`src/rtl/cir_pkg.sv`:
```
// ----------------------------------------------------------------------------
// cir_pkg: shared constants and width helpers
// Field widths, fixed-point constants and the queue item layout size for the
// contact impulse resolver.
// ----------------------------------------------------------------------------
package cir_pkg;

  localparam int VEL_WIDTH_DEF   = 32;
  localparam int NORM_W          = 16;
  localparam int MASS_W          = 32;
  localparam int REST_W          = 16;
  localparam int TOTAL_W         = MASS_W + 1;
  localparam int COEF_W          = REST_W + 1;
  localparam int K_W             = COEF_W + NORM_W;
  localparam int CHUNK_W         = 32;
  localparam int ROUND_SHIFT     = 43;
  localparam int QUEUE_DEPTH_DEF = 8;

  localparam logic [REST_W-1:0] REST_RESET = 16'd32768;
  localparam logic [COEF_W-1:0] COEF_ONE   = 17'd32768;

  // relative velocity width, saturated to 64 bits
  function automatic int rel_w(input int vw);
    return (vw < 64) ? vw + 1 : 64;
  endfunction

  // width of the signed separating velocity sum
  function automatic int sum_w(input int vw);
    return rel_w(vw) + NORM_W + 1;
  endfunction

  // go, second present, four velocities, normal, two masses, sum, total
  function automatic int item_w(input int vw);
    return 2 + 4 * vw + 2 * NORM_W + 2 * MASS_W + sum_w(vw) + TOTAL_W;
  endfunction

endpackage

```
`src/rtl/cir_front.sv`:
```
// ----------------------------------------------------------------------------
// cir_front: contact classifier
// Registers a contact, forms the relative velocity and the separating
// velocity along the normal, and decides whether an impulse applies.
// ----------------------------------------------------------------------------
module cir_front #(
  parameter int VEL_WIDTH = cir_pkg::VEL_WIDTH_DEF
) (
  input  logic                                   clk,
  input  logic                                   rst,
  input  logic                                   accept,
  input  logic                                   first_present,
  input  logic                                   second_present,
  input  logic signed [VEL_WIDTH-1:0]            first_vel_x,
  input  logic signed [VEL_WIDTH-1:0]            first_vel_y,
  input  logic signed [VEL_WIDTH-1:0]            second_vel_x,
  input  logic signed [VEL_WIDTH-1:0]            second_vel_y,
  input  logic signed [cir_pkg::NORM_W-1:0]      normal_x,
  input  logic signed [cir_pkg::NORM_W-1:0]      normal_y,
  input  logic [cir_pkg::MASS_W-1:0]             first_inv_mass,
  input  logic [cir_pkg::MASS_W-1:0]             second_inv_mass,
  output logic                                   push,
  output logic [cir_pkg::item_w(VEL_WIDTH)-1:0]  item,
  output logic [1:0]                             inflight
);
  import cir_pkg::*;

  localparam int VW = VEL_WIDTH;
  localparam int RW = rel_w(VW);
  localparam int PW = RW + NORM_W;
  localparam int SW = sum_w(VW);

  logic signed [VW-1:0] v2x_eff;
  logic signed [VW-1:0] v2y_eff;
  logic signed [VW:0]   diff_x;
  logic signed [VW:0]   diff_y;
  logic signed [RW-1:0] rel_x;
  logic signed [RW-1:0] rel_y;

  assign v2x_eff = second_present ? second_vel_x : '0;
  assign v2y_eff = second_present ? second_vel_y : '0;
  assign diff_x  = {first_vel_x[VW-1], first_vel_x} - {v2x_eff[VW-1], v2x_eff};
  assign diff_y  = {first_vel_y[VW-1], first_vel_y} - {v2y_eff[VW-1], v2y_eff};

  if (RW == VW + 1) begin : g_rel_exact
    assign rel_x = diff_x;
    assign rel_y = diff_y;
  end else begin : g_rel_sat
    assign rel_x = (diff_x[VW] != diff_x[VW-1]) ?
                   {diff_x[VW], {(RW-1){~diff_x[VW]}}} : diff_x[RW-1:0];
    assign rel_y = (diff_y[VW] != diff_y[VW-1]) ?
                   {diff_y[VW], {(RW-1){~diff_y[VW]}}} : diff_y[RW-1:0];
  end

  // stage 1
  logic                     f1_v;
  logic                     f1_p1;
  logic                     f1_p2;
  logic [VW-1:0]            f1_v1x, f1_v1y, f1_v2x, f1_v2y;
  logic signed [NORM_W-1:0] f1_nx, f1_ny;
  logic [MASS_W-1:0]        f1_m1, f1_m2;
  logic signed [RW-1:0]     f1_rel_x, f1_rel_y;

  // stage 2
  logic                     f2_v;
  logic                     f2_p1;
  logic                     f2_p2;
  logic [VW-1:0]            f2_v1x, f2_v1y, f2_v2x, f2_v2y;
  logic [NORM_W-1:0]        f2_nx, f2_ny;
  logic [MASS_W-1:0]        f2_m1, f2_m2;
  logic signed [PW-1:0]     f2_prod_x, f2_prod_y;
  logic [TOTAL_W-1:0]       f2_total;

  // stage 3
  logic                     f3_v;
  logic                     f3_go;
  logic                     f3_p2;
  logic [VW-1:0]            f3_v1x, f3_v1y, f3_v2x, f3_v2y;
  logic [NORM_W-1:0]        f3_nx, f3_ny;
  logic [MASS_W-1:0]        f3_m1, f3_m2;
  logic [SW-1:0]            f3_sum;
  logic [TOTAL_W-1:0]       f3_total;

  logic [SW-1:0]            sep_sum;

  assign sep_sum = {f2_prod_x[PW-1], f2_prod_x} + {f2_prod_y[PW-1], f2_prod_y};

  always_ff @(posedge clk) begin
    if (rst) begin
      f1_v <= 1'b0;
      f2_v <= 1'b0;
      f3_v <= 1'b0;
    end else begin
      f1_v <= accept;
      f2_v <= f1_v;
      f3_v <= f2_v;
    end
  end

  always_ff @(posedge clk) begin
    f1_p1    <= first_present;
    f1_p2    <= second_present;
    f1_v1x   <= first_vel_x;
    f1_v1y   <= first_vel_y;
    f1_v2x   <= second_vel_x;
    f1_v2y   <= second_vel_y;
    f1_nx    <= normal_x;
    f1_ny    <= normal_y;
    f1_m1    <= first_inv_mass;
    f1_m2    <= second_present ? second_inv_mass : '0;
    f1_rel_x <= rel_x;
    f1_rel_y <= rel_y;

    f2_p1     <= f1_p1;
    f2_p2     <= f1_p2;
    f2_v1x    <= f1_v1x;
    f2_v1y    <= f1_v1y;
    f2_v2x    <= f1_v2x;
    f2_v2y    <= f1_v2y;
    f2_nx     <= f1_nx;
    f2_ny     <= f1_ny;
    f2_m1     <= f1_m1;
    f2_m2     <= f1_m2;
    f2_prod_x <= f1_rel_x * f1_nx;
    f2_prod_y <= f1_rel_y * f1_ny;
    f2_total  <= {1'b0, f1_m1} + {1'b0, f1_m2};

    f3_go    <= f2_p1 && sep_sum[SW-1] && (f2_total != '0);
    f3_p2    <= f2_p2;
    f3_v1x   <= f2_v1x;
    f3_v1y   <= f2_v1y;
    f3_v2x   <= f2_v2x;
    f3_v2y   <= f2_v2y;
    f3_nx    <= f2_nx;
    f3_ny    <= f2_ny;
    f3_m1    <= f2_m1;
    f3_m2    <= f2_m2;
    f3_sum   <= sep_sum;
    f3_total <= f2_total;
  end

  assign push     = f3_v;
  assign item     = {f3_go, f3_p2, f3_v1x, f3_v1y, f3_v2x, f3_v2y, f3_nx, f3_ny,
                     f3_m1, f3_m2, f3_sum, f3_total};
  assign inflight = 2'(f1_v) + 2'(f2_v) + 2'(f3_v);

endmodule

```
`config.mk`:
```
export PLATFORM = sky130hd
export DESIGN_NAME = cir_front
export DESIGN_NICKNAME = d
export VERILOG_FILES = /design/src/rtl/cir_pkg.sv /design/src/rtl/cir_front.sv
export SDC_FILE = /design/constraint.sdc
export NUM_CORES = 2
export LEC_CHECK = 0
export BUFFER_PORTS_ARGS = -buffer_cell sky130_fd_sc_hd__buf_2
export CAP_MARGIN = 15
export CORE_UTILIZATION = 32
export DETAILED_ROUTE_END_ITERATION = 8
export GPL_ROUTABILITY_DRIVEN = 0
export HOLD_SLACK_MARGIN = 0.06
export PLACE_DENSITY = 0.48
export SYNTH_ARGS = -nofsm -noshare
export SYNTH_HDL_FRONTEND = slang
export SYNTH_SLANG_ARGS = --single-unit
```
`constraint.sdc`:
```
create_clock -name clk -period 9.1 [get_ports clk]
set_clock_uncertainty 0.15 [all_clocks]
set_input_delay 2.73 -clock clk [delete_from_list [all_inputs] [get_ports clk]]
set_output_delay 2.73 -clock clk [all_outputs]
set_load 0.03 [all_outputs]
```
==> results_dict.tcl <==
set metrics [dict create \
    cts.clk_slew.worst_paths_ns 0.06 \
    synth_area_per_cell_um2 10.2 \
    setup_tns_ns 0 \
    grtUsageMet2_pct 31.3 \
    min-delay-start "f2_m2[23]" \
    fin_nets 8297 \
    final_cell_mix "inv_1 (1170), fa_1 (1005), dfxtp_1 (961)" \
    crit_path_start "f1_ny[1]" \
    overflow 0 \
    hold_path_class "flip-flop to flip-flop" \
    grt_start_max_net_pins 39 \
    relSlewSlack_pct 25.7 \
    cts.repair.resized 0 \
    htree_num_levels 3 \
    maxCapViolations 0 \
    wl_per_cell_um 18.4 \
    fin_crit_ns 7.71 \
    met1_usage_pct 20.9 \
    antenna_left 0 \
    synth_edf_count 0 \
    max_freq_mhz 130 \
    design.core.area_um2 195000 \
    reg2reg_from "f1_ny[1]" \
    grt_pass1_vias 45400 \
    finalWirelength_mm 173 \
    initial_core_util_pct 32.3 \
    rows 162 \
    clockBufferDepth 3 \
    antenna_found_initial 15 \
    ys_async_sr_fraction_pct 0 \
    cts_setup_buffers 0 \
    setup_violations 0 \
    cp_max_fo 20 \
    boundaryPins 541 \
    syn-num-nets 7783 \
    cts_sinks 961 \
    grt_use_met3_pct 2.76 \
    numPortBuffers 540 \
    die_height_um 446 \
    vias_per_cell 4.53 \
    worstSetupPathType "flip-flop to flip-flop" \
    hold_buffers 0 \
    ys_ff_latch 961 \
    die_w_um 446 \
    period_share_pct 84.7 \
    cts_tree "built" \
    critPathRequiredTime_ns 9.62 \
    syn2layout_area_growth_pct 15.1 \
    yosysUniqueCellTypes 76 \
    critPathArrivalTime_ns 8.23 \
    dieArea_um2 199000 \
    busiest_layer "met2" \
    clk_latency_ns 0.75 \
    cts_made_buffers 103 \
    end_kind "flip-flop" \
    crit_path_start_kind "flip-flop" \
    drive_gt1_share_pct 11.9 \
    synth_area_um2 63100 \
    first_pass_iters 8 \
    final_common_cell "inv_1" \
    worst_pin_slew_ns 1.10 \
    ys_seq_area_share_pct 30.5 \
    grt_pass1_wl_mm 266 \
    yosys_most_used_dff "dfxtp_1" \
    finalHoldViolations 0 \
    status "finished clean" \
    dr.first_iter.drc_count 2038 \
    slew_violations 0 \
    routed-via-count 42700 \
    rsz0062_at_grt "no" \
    clock-root-buffer "clkbuf_16" \
    drcViolationCount 0 \
    dpl.hpwl_mm 144 \
    ys_warn_count 0 \
    syn_inst 6172 \
    gr-usage-all-layers_pct 17.7 \
    n_fill_cell 19800 \
]
logic make-up (layout without fill, tap and decap cells):
kind of cell,Yosys count,in the layout,share of synthesized area (%)
AOI/OAI and AO/OA,636,636,6.65
xor gates and xnor gates,227,227,3.15
adders and majority gates,1382,1382,39.4
buffers and inverters,1363,1963,8.12
DFF,961,961,30.5
muxes,2,2,0.0317
other,0,23,0
and+or+nand+nor,1601,1601,12.2
critical path, cell delays in order, from the launching register on:
cell and delay, ns:
dfxtp_1 0.75, buf_4 0.38, nand2_1 0.12, fa_1 0.55, fa_1 0.52, fa_1 0.53
inv_1 0.06, fa_1 0.49, fa_1 0.53, inv_1 0.06, fa_1 0.47, inv_1 0.04
ha_1 0.35, a21o_1 0.22, a31oi_1 0.20, a21oi_1 0.10, nor3_1 0.51, o21ai_0 0.36
o31ai_1 0.56, o41ai_1 0.24, o21a_1 0.21, nor2_1 0.11, xnor2_1 0.12
stage by stage:
step           setup slack, ns  cells  utilization, %  hold WS, ns  instance area (um2)
4_1_cts                   1.33   9395            37.1        0.171                72500
3_5_place_dp              1.36   9204            35.2        0.162                68800
3_3_place_gp              1.39   9203            35.2        0.160                68800
5_1_grt                  0.936   9413            37.2        0.175                72600
6_report                  1.39   9419            37.2        0.165                72600
2_1_floorplan             2.43   6172               -        0.160                63100
final cells by class:
type / instances / area (um2) / share of cell area (%)
inverter: 1171 / 4400 / 6.05
clock buffer: 130 / 2850 / 3.93
tap: 2624 / 3280 / 4.52
multi-input combinational: 3848 / 38700 / 53.3
clock inverter: 61 / 882 / 1.21
timing repair buffer: 601 / 3180 / 4.38
antenna: 23 / 57.6 / 0.0793
sequential: 961 / 19200 / 26.5
registers in the layout (all words and copies together), names as in the netlist, 33 cells and up:
signal	flops
f3_sum	50
f2_prod_x	49
f2_prod_y	49
f1_rel_x	33
f1_rel_y	33
f2_total	33
f3_total	33
cells in the mapped netlist (all sizes together), types with 8 or more instances:
cell type | n | area (um2)
a2111oi | 8 | 76.3
a211oi | 27 | 213
a21boi | 8 | 60.1
a21o | 118 | 886
a21oi | 181 | 906
a31oi | 19 | 125
and2 | 456 | 2850
and3 | 24 | 150
and4 | 8 | 70.1
clkbuf | 189 | 709
dfxtp | 961 | 19200
fa | 1005 | 20100
ha | 377 | 4720
inv | 1170 | 4390
nand2 | 748 | 2810
nand2b | 40 | 250
nand3 | 43 | 215
nand4 | 15 | 93.8
nor2 | 163 | 612
nor2b | 28 | 175
nor3 | 35 | 175
nor4 | 14 | 87.6
o211ai | 14 | 105
o21a | 28 | 210
o21ai | 115 | 579
o21bai | 26 | 195
o31ai | 12 | 95.1
or3 | 12 | 75.1
xnor2 | 164 | 1440
xor2 | 63 | 552
layer usage:
layer | share of wire, % | vias to the layer above | wire length (um)
met5 | 0.050 | - | 87
met4 | 4.8 | 14 | 8380
met3 | 4.8 | 241 | 8390
met2 | 50 | 1007 | 87100
met1 | 40 | 21600 | 69100
li1 | - | 19900 | -
worst paths after layout:
check                           slack, ns  depth (start not counted)       endpoint
worst max register to register       1.39                         22  f2_prod_y[45]
worst min register to register       0.16                          0      f3_m2[23]
worst min-delay path                 0.16                          0      f3_m2[23]
worst max-delay path                 1.39                         22  f2_prod_y[45]
Power is left out: the tool's default activity adds up to more than one toggle a clock period on the data nets, which glitch-free logic cannot reach.
