## src/rtl/cir_queue.sv

```systemverilog
// ----------------------------------------------------------------------------
// cir_queue: contact queue
// Small register queue between the front and the back of the resolver.
// ----------------------------------------------------------------------------
module cir_queue #(
  parameter int WIDTH = 8,
  parameter int DEPTH = 8
) (
  input  logic                             clk,
  input  logic                             rst,
  input  logic                             push,
  input  logic [WIDTH-1:0]                 push_data,
  input  logic                             pop,
  output logic [WIDTH-1:0]                 pop_data,
  output logic [$clog2(DEPTH+1)-1:0]       count
);
  localparam int PTR_W = (DEPTH > 1) ? $clog2(DEPTH) : 1;
  localparam int CNT_W = $clog2(DEPTH + 1);

  logic [WIDTH-1:0] slots [DEPTH];
  logic [PTR_W-1:0] wr_ptr;
  logic [PTR_W-1:0] rd_ptr;
  logic [CNT_W-1:0] count_next;

  always_comb begin
    count_next = count;
    case ({push, pop})
      2'b10:   count_next = count + 1'b1;
      2'b01:   count_next = count - 1'b1;
      default: count_next = count;
    endcase
  end

  always_ff @(posedge clk) begin
    if (rst) begin
      wr_ptr <= '0;
      rd_ptr <= '0;
      count  <= '0;
    end else begin
      count <= count_next;
      if (push) begin
        wr_ptr <= (wr_ptr == PTR_W'(DEPTH - 1)) ? '0 : wr_ptr + 1'b1;
      end
      if (pop) begin
        rd_ptr <= (rd_ptr == PTR_W'(DEPTH - 1)) ? '0 : rd_ptr + 1'b1;
      end
    end
  end

  always_ff @(posedge clk) begin
    if (push) begin
      slots[wr_ptr] <= push_data;
    end
  end

  assign pop_data = slots[rd_ptr];

  a_no_overflow: assert property (@(posedge clk) disable iff (rst)
    push |-> (count != CNT_W'(DEPTH)))
    else $error("queue written while full");

  a_no_underflow: assert property (@(posedge clk) disable iff (rst)
    pop |-> (count != '0))
    else $error("queue read while empty");

endmodule

```

## config.mk

```make
export PLATFORM = sky130hd
export DESIGN_NAME = cir_queue
export DESIGN_NICKNAME = d
export VERILOG_FILES = /design/src/rtl/cir_queue.sv
export SDC_FILE = /design/constraint.sdc
export NUM_CORES = 1
export LEC_CHECK = 0
export BUFFER_PORTS_ARGS = -buffer_cell sky130_fd_sc_hd__clkbuf_2
export CORE_UTILIZATION = 53
export CTS_CLUSTER_DIAMETER = 80
export DETAILED_ROUTE_END_ITERATION = 12
export GPL_ROUTABILITY_DRIVEN = 1
export PLACE_DENSITY = 0.76
export SETUP_SLACK_MARGIN = 0.3
export SYNTH_ARGS = -nofsm -noshare
export SYNTH_HDL_FRONTEND = slang
export SYNTH_SLANG_ARGS = --single-unit
```

## constraint.sdc

```tcl
create_clock -name clk -period 1.75 [get_ports clk]
set_clock_uncertainty 0.2 [all_clocks]
set_input_delay 0.35 -clock clk [delete_from_list [all_inputs] [get_ports clk]]
set_output_delay 0.35 -clock clk [all_outputs]
set_load 0.005 [all_outputs]
```

==> results of run 1 <==
[cells in the final DEF (no fill, tap or decap), drive strengths merged, types with 2 or more instances in the layout]
master / count
mux4: 16
ha: 7
nand2b: 4
nor2: 19
xor2: 3
clkbuf: 31
nand2: 4
dfxtp: 13
clkinv: 4
a21oi: 4
edfxtp: 64
mux2i: 5
o21ai: 2
buf: 28
mux2: 9
nor3: 2
[worst max-delay path, delay by kind of cell, from the launching register on]
family / cells / cell delay, ns
muxes: 2 / 0.78
DFF: 1 / 0.41
buffers and inverters: 2 / 0.25
[per-layer routing]
layer / track usage (%) / vias to the layer above / wire length (um)
li1: - / 746 / -
met1: 27.66 / 853 / 2529
met2: 36.17 / 42 / 3095
met3: 4.651 / 17 / 214
met4: 11.48 / 0 / 176
met5: 0 / - / 0
[area by class of cell]
class | instances | area, um^2
fill | 378 | 1765
timing repair buffer | 49 | 399.1
tap | 72 | 90.09
multi-input combinational | 80 | 939.7
clock inverter | 5 | 52.55
inverter | 1 | 7.507
clock buffer | 10 | 127.6
sequential | 77 | 2192
[final timing paths]
path / to / slack (ns) / cells after the start
setup / recovery: pop_data[4] / -0.59 / 4
hold reg to reg: flip-flop / 0.35 / 2
hold / removal: slots[3][7]$_DFFE_PP_ / 0.09 / 1
setup reg to reg: count[2]$_SDFFE_PP0P_ / 0.14 / 6
[registers in the layout, summed over array words and instances (netlist names), named ones only]
register	cells
wr_ptr	3
slots	64
count	4
rd_ptr	3
[cell families after synthesis]
kind of cell | Yosys count | synth area share [%]
and+or+nand+nor | 32 | 4.557
DFF | 77 | 70.32
AOI/OAI and AO/OA | 8 | 1.492
xor gates and xnor gates | 3 | 0.8469
adders and majority gates | 7 | 2.822
muxes | 30 | 18.31
buffers and inverters | 7 | 1.653
[stage by stage]
step	setup slack (ns)	instance area [um^2]	setup TNS, ns	power, mW
6_report	-0.5903	3809	-4.535	3.800
4_1_cts	-0.6078	3774	-4.723	3.799
3_5_place_dp	-0.2606	3525	-2.305	2.519
5_1_grt	-0.6420	3809	-4.982	3.937
3_3_place_gp	-0.2339	3525	-1.961	2.484
2_1_floorplan	-0.1243	3164	-0.9977	2.353
[power by group through the flow]
stage          clock [mW]  sequential [mW]  combinational (mW)
2_1_floorplan           0             2.11               0.246
3_3_place_gp            0             2.11               0.378
3_5_place_dp            0             2.11               0.406
4_1_cts              1.28             2.08               0.445
5_1_grt              1.36             2.08               0.493
6_report             1.26             2.08               0.461
[repair_timing]
action / 4_1_cts / 5_1_grt
endpoints found under the setup margin: 45 / 70
pin swaps: 4 / 4
gates cloned: 1 / 0
resized for setup: 21 / 7
setup buffers: 2 / 1
==> results_dict.tcl, run 1 <==
set metrics [dict create \
    status "finished with violations" \
    failed_checks "negative setup slack" \
    routed_wl_um 6016 \
    ant_nets 0 \
    synthArstFlopShare_pct 0 \
    synth_area_um2 3103 \
    numCtsBuffers 9 \
    p_comb_share_pct 12.1 \
    clock_sinks 77 \
    synth_warnings 0 \
    startpoint_type "flip-flop" \
    setup_violations 8 \
    start_util_pct 55.67 \
    vias 1658 \
    chipHeight_um 78.52 \
    grt_overflow 0 \
    ir_drop_uv 618.1 \
    synth_edf_count 64 \
    crit_type "reg -> out" \
    cts_max_level 3 \
    max_slew_margin_pct 77.36 \
    worst_slack_ns -0.5903 \
    fin_hold_ws_ns 0.08962 \
    synthMostInstantiatedCell "edfxtp_1" \
    switching_share_pct 22.35 \
    p_per_area_nw_per_um2 997.7 \
    seq_area_frac_synth_pct 70.32 \
    coreArea_um2 5574 \
    internal_power_mw 2.951 \
    holdBufCountCts 0 \
    synth_top_cell_by_area "edfxtp_1" \
    avgSynthCellArea_um2 18.92 \
    grt_pass1_wl_um 9370 \
    hold_violations 0 \
    arrival_ns 1.79 \
    dr.pass1.iters 4 \
    nNetsFinal 237 \
    synthTopCellsByCount "edfxtp_1, nor2_1, mux4_1" \
    gp_congestion 0.6957 \
    die_area_um2 6165 \
    hp-class "in -> reg" \
    yosys.cell_types.count 25 \
    power_frac_seq_pct 54.7 \
    syn_inst 164 \
    drt-initial-drc-count 109 \
    ys_top_cells_by_area "edfxtp_1, mux4_1, dfxtp_1" \
    clockBufferDepth 2 \
    avgViaCountPerCell 5.639 \
    groute.usage.overall_pct 22.07 \
    grt_max_degree 13 \
    endpoint_kind "output pin" \
    clkPwrFrac_pct 33.1 \
    hp-start "push_data[7]" \
    fmax_mhz 427.3 \
    synth_top_flop_cell "edfxtp_1" \
    drc 0 \
    die_x_um 78.52 \
    dp_hpwl_um 3968 \
    fin_crit_sh_pct 133.7 \
    crit_required_ns 1.20 \
    slew_viol_final 0 \
    clkTransAtPathRegs_ns 0.07 \
    antenna_found_initial 0 \
    portBuffers 23 \
    leakagePower_nw 1.385 \
    antenna_cells 0 \
    area_growth_pct 22.74 \
    wl_per_cell_um 20.46 \
    period_needed_ns 2.340 \
    finish.utilization_pct 68.33 \
    cp_max_fo 7 \
    grt_pass1_vias 1740 \
    rows 27 \
    yosysTopAreaCellShare_pct 61.94 \
    clock_latency_ns 0.34 \
    tightestPinTransition_ns 0.3361 \
    max-cap-violations 0 \
    switchingPower_mw 0.8494 \
    rsz0062_at_grt "true" \
    rr_startpoint "count[1]$_SDFFE_PP0P_" \
    slowest_stage "mux4_2" \
    clockRootBuffer "clkbuf_8" \
    place_inst 275 \
    drive_above_1_share_pct 49.10 \
    synth_seq_cells 77 \
    stdcell_count 294 \
    syn_nets 183 \
    pin_count 24 \
    slowest_delay_ns 0.51 \
    crit_chain "buf_12 -> mux4_2 -> mux2_4 -> clkbuf_2" \
    cts_tree "done" \
]
Note: power is estimated with default switching activity, not from simulation.
==> run 2: changes to the inputs <==
--- a/config.mk
+++ b/config.mk
@@ -12,6 +12,7 @@
 export GPL_ROUTABILITY_DRIVEN = 1
 export PLACE_DENSITY = 0.76
 export SETUP_SLACK_MARGIN = 0.3
+export SKIP_CTS_REPAIR_TIMING = 1
 export SYNTH_ARGS = -nofsm -noshare
 export SYNTH_HDL_FRONTEND = slang
 export SYNTH_SLANG_ARGS = --single-unit
==> results_dict.tcl, run 2 (same netlist as run 1, synthesis figures left out) <==
set metrics [dict create \
    grt_pass1_wl_um 8976 \
    fin_crit_sh_pct 132.9 \
    crit_required_ns 1.20 \
    setup-tns-final_ns -4.430 \
    fmax_mhz 430.1 \
    start_util_pct 55.67 \
    failed_checks "negative setup slack" \
    grt_max_degree 13 \
    hp-class "in -> reg" \
    startpoint_type "flip-flop" \
    antenna_found_initial 0 \
    clockBufferDepth 2 \
    clkTransAtPathRegs_ns 0.07 \
    antenna_cells 0 \
    grt_overflow 0 \
    chipHeight_um 78.52 \
    finalPower_mw 3.779 \
    cp_max_fo 7 \
    clock_latency_ns 0.34 \
    arrival_ns 1.78 \
    slew_viol_final 0 \
    nFillCells 379 \
    regMostFlops "slots" \
    groute.usage.overall_pct 21.09 \
    hold_violations 0 \
    vias 1643 \
    crit_type "reg -> out" \
    slowest_stage "mux4_2" \
    rsz0062_at_grt "true" \
    place_inst 275 \
    endpoint_kind "output pin" \
    mostFrequentLayoutCells "edfxtp_1, clkbuf_2, buf_4, mux4_2, nor2_1" \
    seqCellArea_um2 2192 \
    portBuffers 23 \
    finish.utilization_pct 67.81 \
    leakagePower_nw 1.371 \
    numCtsBuffers 9 \
    area_growth_pct 21.81 \
    worst_slack_ns -0.5751 \
    max_slew_margin_pct 84.80 \
    slowest_delay_ns 0.52 \
    die_area_um2 6165 \
    cts_tree "done" \
    routed_wl_um 5905 \
    stdcell_count 292 \
    cts_max_level 3 \
    rows 27 \
    avgViaCountPerCell 5.627 \
    top_regs "slots (64), count (4)" \
    drive_above_1_share_pct 48.18 \
    wl_per_cell_um 20.22 \
    final_common_cell "edfxtp_1" \
    ir_drop_uv 617.4 \
    drc 0 \
    status "finished with violations" \
    ant_nets 0 \
    grt_pass1_vias 1694 \
    crit_chain "buf_12 -> mux4_2 -> mux2_4 -> clkbuf_2" \
    p_per_area_nw_per_um2 999.7 \
    clockRootBuffer "clkbuf_8" \
    pin_count 24 \
    drt-initial-drc-count 124 \
    dp_hpwl_um 3968 \
    coreArea_um2 5574 \
    largest_reg_flops 64 \
    multi_input_area_um2 935.9 \
    setup_violations 8 \
    dr.pass1.iters 4 \
    tightestPinTransition_ns 0.2265 \
    period_needed_ns 2.325 \
    max-cap-violations 0 \
    nNetsFinal 235 \
    clock_sinks 77 \
    gp_congestion 0.6957 \
    die_x_um 78.52 \
]
run 2: cell count changes in the layout (fill, tap and decap cells not counted), sizes merged:
cell	before	now
buf	28	25
clkbuf	31	32
run 2: per-stage QoR:
step | area (um^2) | worst slack (ns) | hold WS (ns)
final | 3780 | -0.5751 | 0.08928
after global placement | 3525 | -0.2339 | 0.3133
after CTS | 3705 | -0.6351 | 0.07527
after floorplan | 3164 | -0.1243 | 0.2489
after detailed placement | 3525 | -0.2606 | 0.3313
after global routing | 3780 | -0.6257 | 0.08909
run 2: power breakdown:
| group | leakage [nW] | switching (mW) | internal (mW) |
|---|---|---|---|
| registers | 0.691 | 0.0391 | 2.04 |
| clock network | 0.0935 | 0.610 | 0.644 |
| logic | 0.587 | 0.189 | 0.256 |
| total | 1.37 | 0.838 | 2.94 |
run 2: worst max-delay path, delay by kind of cell (launching register included):
family,cells,cell delay [ns]
DFF,1,0.40
muxes,2,0.79
buffers and inverters,2,0.25
run 2: worst paths after layout:
kind | startpoint | to | slack [ns] | depth (start not counted)
setup / recovery | flip-flop | pop_data[4] | -0.58 | 4
hold / removal | push_data[7] | slots[3][7]$_DFFE_PP_ | 0.09 | 1
hold reg to reg | rd_ptr[1]$_SDFFE_PP0P_ | rd_ptr[1]$_SDFFE_PP0P_ | 0.34 | 2
setup reg to reg | count[1]$_SDFFE_PP0P_ | count[2]$_SDFFE_PP0P_ | 0.14 | 6
run 2: layout make-up:
cell class | instances | area share (%)
inverters | 1 | 0.1986
repair buffers | 47 | 9.897
flip-flops and latches | 77 | 57.99
clock inverters | 5 | 1.390
well taps | 72 | 2.383
clock buffers | 10 | 3.376
multi-input cells | 80 | 24.76
run 2: per-layer routing:
metal	vias to the layer above	wire length (um)	track usage [%]
met2	43	3053	34.26
met1	839	2463	26.85
met4	0	181	11.48
li1	744	-	-
met3	17	206	3.953
met5	-	0	0
==> run 3: changes to the inputs <==
--- a/config.mk
+++ b/config.mk
@@ -6,11 +6,11 @@
 export NUM_CORES = 1
 export LEC_CHECK = 0
 export BUFFER_PORTS_ARGS = -buffer_cell sky130_fd_sc_hd__clkbuf_2
-export CORE_UTILIZATION = 53
+export CORE_UTILIZATION = 40
 export CTS_CLUSTER_DIAMETER = 80
 export DETAILED_ROUTE_END_ITERATION = 12
 export GPL_ROUTABILITY_DRIVEN = 1
-export PLACE_DENSITY = 0.76
+export PLACE_DENSITY = 0.6
 export SETUP_SLACK_MARGIN = 0.3
 export SKIP_CTS_REPAIR_TIMING = 1
 export SYNTH_ARGS = -nofsm -noshare
==> results_dict.tcl, run 3 (same netlist as run 1, synthesis figures left out) <==
set metrics [dict create \
    fin_crit_sh_pct 133.3 \
    max-cap-violations 0 \
    arrival_ns 1.78 \
    grt_pass1_wl_um 8542 \
    rsz0062_at_grt "true" \
    avgViaCountPerCell 5.019 \
    vias 1606 \
    drive_above_1_share_pct 49.77 \
    antenna_found_initial 0 \
    rr_startpoint "count[1]$_SDFFE_PP0P_" \
    crit_chain "clkbuf_16 -> mux4_2 -> mux2_4 -> clkbuf_2" \
    top_regs "slots (64), count (4)" \
    largest_reg_flops 64 \
    clock_sinks 77 \
    slowest_stage "mux4_2" \
    reg2reg_depth 6 \
    wl_per_cell_um 17.32 \
    tightestPinTransition_ns 0.2245 \
    wl_met2_um 2876 \
    hp-class "in -> reg" \
    grt_pass1_vias 1690 \
    clock_latency_ns 0.35 \
    leakagePower_nw 1.380 \
    hp-start "push_data[5]" \
    rows 31 \
    hold_violations 0 \
    worstHoldEndpoint "slots[6][5]$_DFFE_PP_" \
    portBuffers 23 \
    area_growth_pct 24.52 \
    final_common_cell "edfxtp_1" \
    ir_drop_uv 424.0 \
    reg2reg_to "count[2]$_SDFFE_PP0P_" \
    dr_wl_met3_um 210 \
    fmax_mhz 428.8 \
    reg2reg_slack_ns 0.14 \
    chipHeight_um 90.08 \
    endpoint_kind "output pin" \
    setup_violations 8 \
    failed_checks "negative setup slack" \
    cts_max_level 3 \
    p_per_area_nw_per_um2 972.8 \
    numCtsBuffers 9 \
    clockRootBuffer "clkbuf_8" \
    crit_required_ns 1.20 \
    ant_nets 0 \
    die_x_um 90.08 \
    slowest_delay_ns 0.50 \
    drc 0 \
    antenna_cells 0 \
    dr.pass1.iters 4 \
    cts_tree "done" \
    slew_viol_final 0 \
    die_area_um2 8114 \
    routed_wl_um 5543 \
    top_layer "met4" \
    status "finished with violations" \
    setup-tns-final_ns -4.507 \
    startpoint_type "flip-flop" \
    finish.utilization_pct 52.43 \
    finalPower_mw 3.759 \
    worst_slack_ns -0.5821 \
    groute.usage.overall_pct 14.52 \
    crit_type "reg -> out" \
    pin_count 24 \
    nNetsFinal 235 \
    start_util_pct 42.11 \
    grt_max_degree 17 \
    nFillCells 622 \
    clkTransAtPathRegs_ns 0.09 \
    dp_hpwl_um 3611 \
    gp_congestion 0.6918 \
    hold_path_depth 1 \
    met1_length_um 2342 \
    drt-initial-drc-count 64 \
    period_needed_ns 2.332 \
    regMostFlops "slots" \
    mostFrequentLayoutCells "edfxtp_1, clkbuf_2, mux4_2, nor2_1, buf_4" \
    cp_max_fo 7 \
    coreArea_um2 7370 \
    max_slew_margin_pct 84.87 \
    clockBufferDepth 2 \
    grt_overflow 0 \
]
-- run 3: changes by cell type in the layout (fill, tap and decap cells not counted), moves of 2 or more --
| cell | previous run | this run |
|---|---|---|
| buf_12 | 3 | 6 |
| dfxtp_4 | 1 | 3 |
| inv_6 | 0 | 2 |
| buf_4 | 17 | 13 |
| dfxtp_2 | 5 | 3 |
-- run 3: layout make-up --
class	count	area [um^2]	share of cell area (%)
Inverter	1	7.507	0.1943
Multi-Input combinational cell	80	933.4	24.16
Clock buffer	9	123.9	3.206
Sequential cell	77	2197	56.87
Timing Repair Buffer	47	419.2	10.85
Clock inverter	7	58.81	1.522
Tap cell	99	123.9	3.206
-- run 3: worst max-delay path by stage --
stage	end	slack, ns	cells past startpoint
global placement	pop_data[4]	-0.25	4
global route	pop_data[6]	-0.65	4
detailed placement	pop_data[3]	-0.26	4
CTS	pop_data[3]	-0.66	4
floorplan	pop_data[5]	-0.12	4
finish	pop_data[7]	-0.58	4
-- run 3: worst max-delay path, delay by kind of cell (launching register included) --
kind / cells / cell delay [ns]
muxes: 2 / 0.76
DFF: 1 / 0.39
buffers and inverters: 2 / 0.28
-- run 3: routing by layer --
layer  up-vias  global-route usage (%)
li1        749                       -
met1       811                   16.67
met2        36                   24.94
met3        10                   3.892
met4         0                   7.392
met5         -                       0
-- run 3: through the flow --
stage | hold WS (ns) | setup WS (ns) | cell area, um^2 | instances
3_3_place_gp | 0.3164 | -0.2459 | 3581 | 300
6_report | 0.08332 | -0.5821 | 3864 | 320
5_1_grt | 0.08002 | -0.6451 | 3864 | 320
2_1_floorplan | 0.2489 | -0.1243 | 3164 | 164
4_1_cts | 0.06968 | -0.6563 | 3764 | 316
3_5_place_dp | 0.3415 | -0.2643 | 3581 | 300
-- run 3: report_power, final --
part           internal (mW)  switching, mW
Combinational          0.269          0.184
Clock                  0.536          0.690
Sequential              2.04         0.0391
